## config.mk

```make
export PLATFORM = sky130hd
export DESIGN_NAME = booth_signed_multiplier
export DESIGN_NICKNAME = d
export VERILOG_FILES = /design/src/hw/rtl/bsm_pkg.sv /design/src/hw/rtl/booth_signed_multiplier.sv
export SDC_FILE = /design/constraint.sdc
export NUM_CORES = 1
export LEC_CHECK = 0
export ABC_AREA = 1
export BUFFER_PORTS_ARGS = -buffer_cell sky130_fd_sc_hd__buf_4
export CAP_MARGIN = 40
export CORE_ASPECT_RATIO = 1.75
export CORE_UTILIZATION = 45
export CTS_CLUSTER_SIZE = 20
export DETAILED_ROUTE_END_ITERATION = 10
export PLACE_DENSITY = 0.65
export SYNTH_ARGS = -nofsm -noshare
export SYNTH_HDL_FRONTEND = slang
export SYNTH_SLANG_ARGS = --single-unit
export TNS_END_PERCENT = 100
```

## constraint.sdc

```tcl
create_clock -name aclk -period 1.3 [get_ports aclk]
set_input_delay 0.065 -clock aclk [delete_from_list [all_inputs] [get_ports aclk]]
set_output_delay 0.065 -clock aclk [all_outputs]
set_load 0.005 [all_outputs]
```

## src/hw/rtl/bsm_pkg.sv

```systemverilog
// Package: widths and stage type for the radix-2 Booth multiplier.
package bsm_pkg;

    localparam int WIDTH     = 4;
    localparam int PROD_W    = 2 * WIDTH - 1;
    localparam int S_TDATA_W = ((2 * WIDTH + 7) / 8) * 8;
    localparam int M_TDATA_W = ((PROD_W + 7) / 8) * 8;
    localparam int STAGES    = WIDTH + 1;

    typedef struct packed {
        logic [WIDTH-1:0] acc;
        logic [WIDTH-1:0] q;
        logic [WIDTH-1:0] m;
        logic             prev;
    } bsm_stage_t;

endpackage

```

## src/hw/rtl/booth_signed_multiplier.sv

```systemverilog
// Each input transaction is registered in stage 0, then in each Booth stage in turn; the last stage holds the result.
// Throughput: one transaction per cycle unless m_tready stalls the output; one Booth step in each stage after stage 0.
// Each stage advances when the stage after it is empty or moving, so stalls lose nothing.
// Reset: aresetn synchronous, active low; clears all stage valid bits, data is not reset.
// Top level: pipelined radix-2 Booth signed multiplier with stream ports.
module booth_signed_multiplier (
    input  logic                           aclk,
    input  logic                           aresetn,
    input  logic                           s_tvalid,
    output logic                           s_tready,
    // [3:0] multiplicand, [7:4] multiplier
    input  logic [bsm_pkg::S_TDATA_W-1:0] s_tdata,
    output logic                           m_tvalid,
    input  logic                           m_tready,
    // [6:0] product, upper bits zero
    output logic [bsm_pkg::M_TDATA_W-1:0] m_tdata
);

    localparam int W = bsm_pkg::WIDTH;
    localparam int N = bsm_pkg::STAGES;

    logic [N-1:0]       valid_reg;
    logic [N-1:0]       valid_next;
    logic [N-1:0]       rdy;
    bsm_pkg::bsm_stage_t stage_reg  [N];
    bsm_pkg::bsm_stage_t stage_next [N];
    logic [2*W-1:0]     full_prod;

    // ready chain, last stage first
    always_comb begin
        rdy[N-1] = !valid_reg[N-1] || m_tready;
        for (int j = N - 2; j >= 0; j--) begin
            rdy[j] = !valid_reg[j] || rdy[j+1];
        end
    end

    // stage 0 captures operands, stage j performs Booth step j
    always_comb begin
        logic [W-1:0] a;
        stage_next[0].acc  = '0;
        stage_next[0].prev = 1'b0;
        stage_next[0].m    = s_tdata[W-1:0];
        stage_next[0].q    = s_tdata[2*W-1:W];
        valid_next[0]      = s_tvalid;
        for (int j = 1; j < N; j++) begin
            a = stage_reg[j-1].acc;
            if (stage_reg[j-1].q[0] && !stage_reg[j-1].prev) begin
                a = stage_reg[j-1].acc - stage_reg[j-1].m;
            end else if (!stage_reg[j-1].q[0] && stage_reg[j-1].prev) begin
                a = stage_reg[j-1].acc + stage_reg[j-1].m;
            end
            stage_next[j].m    = stage_reg[j-1].m;
            stage_next[j].prev = stage_reg[j-1].q[0];
            stage_next[j].q    = {a[0], stage_reg[j-1].q[W-1:1]};
            stage_next[j].acc  = {a[W-1], a[W-1:1]};
            valid_next[j]      = valid_reg[j-1];
        end
    end

    always_ff @(posedge aclk) begin
        for (int j = 0; j < N; j++) begin
            if (!aresetn) begin
                valid_reg[j] <= 1'b0;
            end else if (rdy[j]) begin
                valid_reg[j] <= valid_next[j];
            end
            if (rdy[j]) begin
                stage_reg[j] <= stage_next[j];
            end
        end
    end

    assign full_prod = {stage_reg[N-1].acc, stage_reg[N-1].q};
    assign s_tready  = rdy[0];
    assign m_tvalid  = valid_reg[N-1];
    assign m_tdata   = {{(bsm_pkg::M_TDATA_W - bsm_pkg::PROD_W){1'b0}},
                        full_prod[bsm_pkg::PROD_W-1:0]};

    a_full_when_blocked: assert property (@(posedge aclk) disable iff (!aresetn)
        !s_tready |-> (&valid_reg))
        else $error("input blocked while pipeline has a free stage");

    a_occupancy: assert property (@(posedge aclk) disable iff (!aresetn)
        $past(aresetn) |->
        ($countones(valid_reg) == $countones($past(valid_reg))
            + int'($past(s_tvalid && s_tready)) - int'($past(m_tvalid && m_tready))))
        else $error("transaction lost or duplicated in pipeline");

    a_mcand_travels: assert property (@(posedge aclk) disable iff (!aresetn)
        (valid_reg[0] && rdy[1]) |=> (stage_reg[1].m == $past(stage_reg[0].m)))
        else $error("multiplicand corrupted between stages");

    a_hold_on_stall: assert property (@(posedge aclk) disable iff (!aresetn)
        (valid_reg[N-1] && !m_tready) |=> (valid_reg[N-1] && $stable(full_prod)))
        else $error("stalled result changed");

endmodule
```

==> results of run 1 <==
## cell type report
| cell class | count | area share [%] |
|---|---|---|
| Clock buffer | 6 | 2.047 |
| Clock inverter | 2 | 0.4589 |
| Inverter | 52 | 5.507 |
| Multi-Input combinational cell | 134 | 30.60 |
| Sequential cell | 56 | 46.06 |
| Tap cell | 78 | 2.753 |
| Timing Repair Buffer | 54 | 12.57 |
## through the flow
stage	util, %	hold WS, ns	cells
after CTS	58.37	0.01750	379
after global placement	53.74	0.2430	356
after floorplan	-	0.1639	250
after global routing	59.35	0.03823	382
final	59.35	0.03021	382
after detailed placement	53.74	0.2442	356
## path summary, 6_finish.rpt
path	to	startpoint	slack, ns
max	stage_reg[0][48]	stage_reg[0][35]	-0.27
min	valid_reg[4]	m_tready	0.03
max reg2reg	stage_reg[0][48]	stage_reg[0][35]	-0.27
min reg2reg	stage_reg[0][33]	stage_reg[0][21]	0.42
## what timing repair did
action | CTS | global route
buffers inserted | 5 | 3
gates resized for setup | 19 | 14
pin swaps | 11 | 14
hold endpoints to repair | 10 | 0
hold buffers | 10 | 0
cloned | 0 | 0
setup endpoints to repair | 10 | 22
## worst reg2reg max path, cell delays in order (launching register included)
cell and delay, ns:
edfxtp_1 0.39, ha_2 0.20, inv_2 0.04, fa_2 0.52
inv_2 0.03, nand2_2 0.05, o221ai_2 0.08
## logic make-up after synthesis
kind of cell	Yosys count
AOI/OAI and AO/OA	20
and+or+nand+nor	79
DFF	56
buffers and inverters	60
adders and majority gates	25
other	1
xor gates and xnor gates	9
## power by group through the flow
stage               Combinational [mW]  Clock (mW)  Sequential [mW]
floorplan                        0.599           0             2.29
global placement                 0.815           0             2.30
detailed placement               0.843           0             2.30
CTS                              0.925       0.989             2.26
global route                      1.09        1.03             2.29
finish                           0.953       0.946             2.26
## cell usage after synthesis
cell type | count | area [um2]
buf_4 | 8 | 60.06
nand2_1 | 41 | 153.9
nor3_1 | 1 | 5.000
nor2_4 | 1 | 11.26
o211ai_1 | 3 | 22.52
or2_1 | 3 | 18.77
nor2_8 | 1 | 20.02
conb_1 | 1 | 3.750
a21oi_2 | 2 | 17.52
o21ai_0 | 2 | 10.01
inv_1 | 50 | 187.7
nand2_4 | 1 | 11.26
o21a_1 | 1 | 7.510
nand2_2 | 1 | 6.260
o221ai_1 | 3 | 26.28
nand3_1 | 15 | 75.07
nor2_1 | 11 | 41.29
a21oi_1 | 9 | 45.04
fa_1 | 6 | 120.1
nand3b_1 | 3 | 22.52
nand3_4 | 1 | 17.52
ha_1 | 19 | 237.7
inv_2 | 2 | 7.510
dfxtp_1 | 5 | 100.1
edfxtp_1 | 51 | 1531
xor2_1 | 9 | 78.83
## per-layer routing
| layer | wire, um | global-route usage [%] | part of all wire [%] |
|---|---|---|---|
| met1 | 1360 | 10.82 | 29 |
| met2 | 3015 | 34.35 | 65 |
| met3 | 120 | 3.739 | 2.6 |
| met4 | 159 | 9.365 | 3.4 |
| met5 | 0 | 0 | 0 |
## cells in the final DEF (no fill, tap or decap), drive strengths merged, types with 2 or more instances in the layout
master,netlist,routed
inv,52,52
or2,3,3
o21ai,2,2
fa,6,6
nand3b,3,3
nand2,43,43
dfxtp,5,5
nand3,16,16
xor2,9,9
dlygate4sd3,0,10
nor2,13,13
edfxtp,51,51
a21oi,11,11
clkbuf,0,6
buf,8,44
ha,19,19
o211ai,3,3
o221ai,3,3
==> reports/metrics.cfg, run 1 <==
[worst_hold_path]
min_path_cells=4
min_path_type=in2reg

[placement]
portBuffers=20
place_congestion=0.8171
dpl_worst_slack_ns=-0.2742
dp_hpwl_mm=3.568
postPlaceCellArea_um2=3209

[synthesis]
ys_seq_area_share_pct=57.47
synth_top_family_by_area=simple AND/OR/NAND/NOR gates
synth_xor_area_share_pct=2.777
synth_compound_area_share_pct=4.539
synth_cell_types=26
ys_warn_count=0
synth_fp_nets=287
synthSimpleGateAreaFrac_pct=13.49
postSynthAreaPerCell_um2=11.36
synth_mux_area_share_pct=0
synth_fa_ha_area_share_pct=12.60
ys_seq_elements=56
synth_cells=250
netlist_area_um2=2839

[routing]
drtIter0Drc=43
wirelength_mm=4.655
first_pass_iters=4
wl_per_cell_um=12.19
vias=1789
antenna_left=0
drcViolationCount=0
viasPerCell=4.683

[finish]
nFillCells=497
fin_area_um2=3545
layout-drive-gt1-share_pct=32.24
regArea_um2=1633
final_nets=340
multi_input_area_um2=1085
diodes=0
area_delta_synth_final_pct=24.86
largest_reg_flops=51

[global_routing]
antenna_found_initial=0
grt_use_total_pct=16.41
grt_overflow=0
grt_max_degree=18
first_global_vias=1815
grt_pass1_wl_mm=7.479

[worst_setup_path]
path_buf_inv=2
cp_common_cell=inv_2
start_kind=flop
critPathRequiredTime_ns=1.36
crit_fanout=3
worst_path_max_delay_cell=fa_2
end_kind=flop
critPathTopFamily=adder cells
arrival_ns=1.63
path_class=reg2reg
slowest_delay_ns=0.52
r2r.worst_path.cells=6
crit_chain=ha_2 > inv_2 > fa_2 > inv_2 > nand2_2 > o221ai_2
crit_cells=6

[outcome]
outcome=finished, violations left
failed_checks=setup timing

[power]
seqPwrFrac_pct=54.4
ir_drop_v=0.001159
p_int_mw=3.041
power.share.clock_pct=22.7
power_mw=4.161
p_sw_share_pct=26.92
p_sw_mw=1.120
leakagePower_nw=1.602
combPwrFrac_pct=22.9
power_density_nw_per_um2=1174

[timing]
setup_viol=10
skew_ns=0.008462
timing.fmax_ghz=0.6360
setup_slack_ns=-0.2723
period_minus_slack_ns=1.572
slew_violations=0
fin_crit_sh_pct=120.9
rsz0062_at_grt=yes
setup_tns_ns=-2.030
hold_viol=0

[clocking]
max-clock-path-buffers=2
htreeDepth=2
cts_buffers=5
clkTransAtPathRegs_ns=0.10
cts_root_buffer=clkbuf_8
clk_latency_ns=0.32
cts_tree=built
cts_sinks=56

[die]
rows=37
core_um2=5972
die_x_um=62.04
top_level_ports=22
dieArea_um2=6643
start_util_pct=47.54
die_y_um=107.1

[flow_run]
drv_cap=0

(Power assumes the default switching activity.)
==> inputs of run 2 (changes only) <==
CAP_MARGIN = unset   (was 40)
SKIP_CTS_REPAIR_TIMING = 1   (was unset)
==> run 2 against run 1 <==
Effect of this change:
- the flow still finishes with violations (setup timing)
- design area grew 3.2%
- via count grew 1.7%
- first-iteration DRC count shrank 44%
- utilization grew 1.9 points
- clock skew grew 0.0025 ns
- clock power is essentially flat
- wire length grew 4.4%
- sequential share of layout area shrank 1.4 points
- largest power group unchanged
==> reports/metrics.cfg, run 2 (synthesized netlist as in run 1, its figures left out) <==
[outcome]
outcome=finished, violations left
failed_checks=setup timing

[finish]
final_nets=349  ; +2.6%
largest_reg_flops=51  ; unchanged
area_delta_synth_final_pct=28.91
diodes=0  ; unchanged
final_cell_mix=51 x edfxtp_1, 46 x buf_4, 38 x inv_1
layout_commonest_cell=edfxtp_1
fin_util_pct=61.28  ; +1.9 points
layout-drive-gt1-share_pct=36.10  ; +3.9 points
nFillCells=473  ; -4.8%

[global_routing]
antenna_found_initial=0  ; unchanged
grt_use_total_pct=15.52  ; -0.89 points
grt_max_degree=18  ; unchanged
grt_pass1_wl_mm=7.031  ; -6.0%
grt_overflow=0  ; unchanged
first_global_vias=1715  ; -5.5%

[clocking]
cts_sinks=56  ; unchanged
clkTransAtPathRegs_ns=0.10  ; about the same
max-clock-path-buffers=2  ; unchanged
cts_tree=built
cts_root_buffer=clkbuf_8
cts_buffers=5  ; unchanged
htreeDepth=2  ; unchanged
clk_latency_ns=0.32  ; about the same

[routing]
vias=1820  ; +1.7%
drcViolationCount=0  ; unchanged
wl_per_cell_um=12.43  ; +2.0%
viasPerCell=4.655  ; -0.61%
first_pass_iters=4  ; unchanged
antenna_left=0  ; unchanged
drtIter0Drc=24  ; -44%
wirelength_mm=4.859  ; +4.4%

[timing]
rsz0062_at_grt=yes
period_minus_slack_ns=1.575  ; +0.002894 ns
setup_viol=13  ; +3
setup_tns_ns=-2.289  ; -0.2592 ns
skew_ns=0.01093  ; +0.002466 ns
timing.fmax_ghz=0.6348  ; -0.18%
hold_viol=0  ; unchanged
slew_violations=0  ; unchanged
fin_crit_sh_pct=121.2  ; +0.22 points
setup_slack_ns=-0.2752  ; -0.002894 ns

[die]
die_x_um=62.04  ; unchanged
start_util_pct=47.54  ; unchanged
core_um2=5972  ; unchanged
rows=37  ; unchanged
top_level_ports=22  ; unchanged
dieArea_um2=6643  ; unchanged
die_y_um=107.1  ; unchanged

[worst_setup_path]
r2r-start=stage_reg[0][35]
r2r.worst_path.cells=6  ; unchanged
path_buf_inv=2  ; unchanged
crit_chain=ha_2 > inv_2 > fa_2 > inv_2 > nand2_2 > o221ai_2
critPathRequiredTime_ns=1.36  ; about the same
crit_fanout=3  ; unchanged
path_class=reg2reg
cp_common_cell=inv_2
worst_path_max_delay_cell=fa_2
arrival_ns=1.63  ; about the same
reg2reg_setup_slack_ns=-0.28  ; about the same
reg2reg_to=stage_reg[0][48]
slowest_delay_ns=0.52  ; about the same
end_kind=flop
critPathTopFamily=adder cells
start_kind=flop

[placement]
portBuffers=20  ; unchanged
place_congestion=0.8171  ; unchanged
dpl_worst_slack_ns=-0.2742  ; unchanged
dp_hpwl_mm=3.568  ; unchanged

[power]
leakagePower_nw=1.645  ; +2.7%
power_density_nw_per_um2=1149  ; -2.1%
ir_drop_v=0.001175  ; +1.4%

[worst_hold_path]
min_path_cells=4  ; unchanged
min_path_type=in2reg
hp-start=m_tready
whs_endpoint=valid_reg[4]

[flow_run]
drv_cap=0  ; unchanged

run 2: cell count changes in the layout (fill, tap and decap cells not counted):
cell / before / now
ha_1: 7 / 6
buf_6: 4 / 6
nand3_2: 0 / 3
nand3_1: 15 / 12
inv_1: 39 / 38
buf_4: 40 / 46
inv_2: 13 / 14
nand3_4: 1 / 2
nor2_2: 2 / 3
nor2_1: 9 / 8
ha_4: 5 / 6
run 2: cell type report:
| type | count | area (um2) | area share, % |
|---|---|---|---|
| multi-input cells | 135 | 1132 | 30.94 |
| clock inverters | 2 | 16.27 | 0.4444 |
| repair buffers | 62 | 513.0 | 14.02 |
| flip-flops and latches | 56 | 1633 | 44.62 |
| clock buffers | 6 | 72.57 | 1.983 |
| well taps | 78 | 97.59 | 2.667 |
| inverters | 52 | 195.2 | 5.333 |
run 2: power by group:
group,internal (mW),leakage [nW],total (mW),switching (mW)
Sequential,2.16,0.593,2.27,0.106
Clock,0.384,0.0414,0.948,0.563
Combinational,0.514,1.01,0.988,0.474
Total,3.06,1.65,4.21,1.14
run 2: worst min-delay path: stages:
cell and delay [ns]:
buf_4 0.09, nor2_4 0.04, nor2_1 0.08, nor2_1 0.05
run 2: per-stage QoR:
stage | std cells | instance area (um2) | total power [mW] | hold slack, ns
2_1_floorplan | 250 | 2902 | 2.887 | 0.1639
3_3_place_gp | 356 | 3209 | 3.111 | 0.2430
3_5_place_dp | 356 | 3209 | 3.146 | 0.2442
4_1_cts | 364 | 3298 | 4.096 | -0.09822
5_1_grt | 391 | 3660 | 4.456 | 0.03193
6_report | 391 | 3660 | 4.205 | 0.02889
run 2: metal layers:
metal,global-route usage (%),wire [um],vias to the layer above
li1,-,-,931
met1,10.34,1474,856
met2,31.99,3107,23
met3,3.619,111,10
met4,9.524,167,0
met5,0,0,-
run 2: worst max path at each step:
stage                     start  slack [ns]               end  cells past startpoint
2_1_floorplan  stage_reg[0][27]       -0.16  stage_reg[0][49]                      6
3_3_place_gp   stage_reg[0][14]       -0.26  stage_reg[0][36]                      6
3_5_place_dp   stage_reg[0][14]       -0.27  stage_reg[0][36]                      6
4_1_cts        stage_reg[0][14]       -0.29  stage_reg[0][36]                      6
5_1_grt        stage_reg[0][27]       -0.33  stage_reg[0][48]                      6
6_report       stage_reg[0][35]       -0.28  stage_reg[0][48]                      6
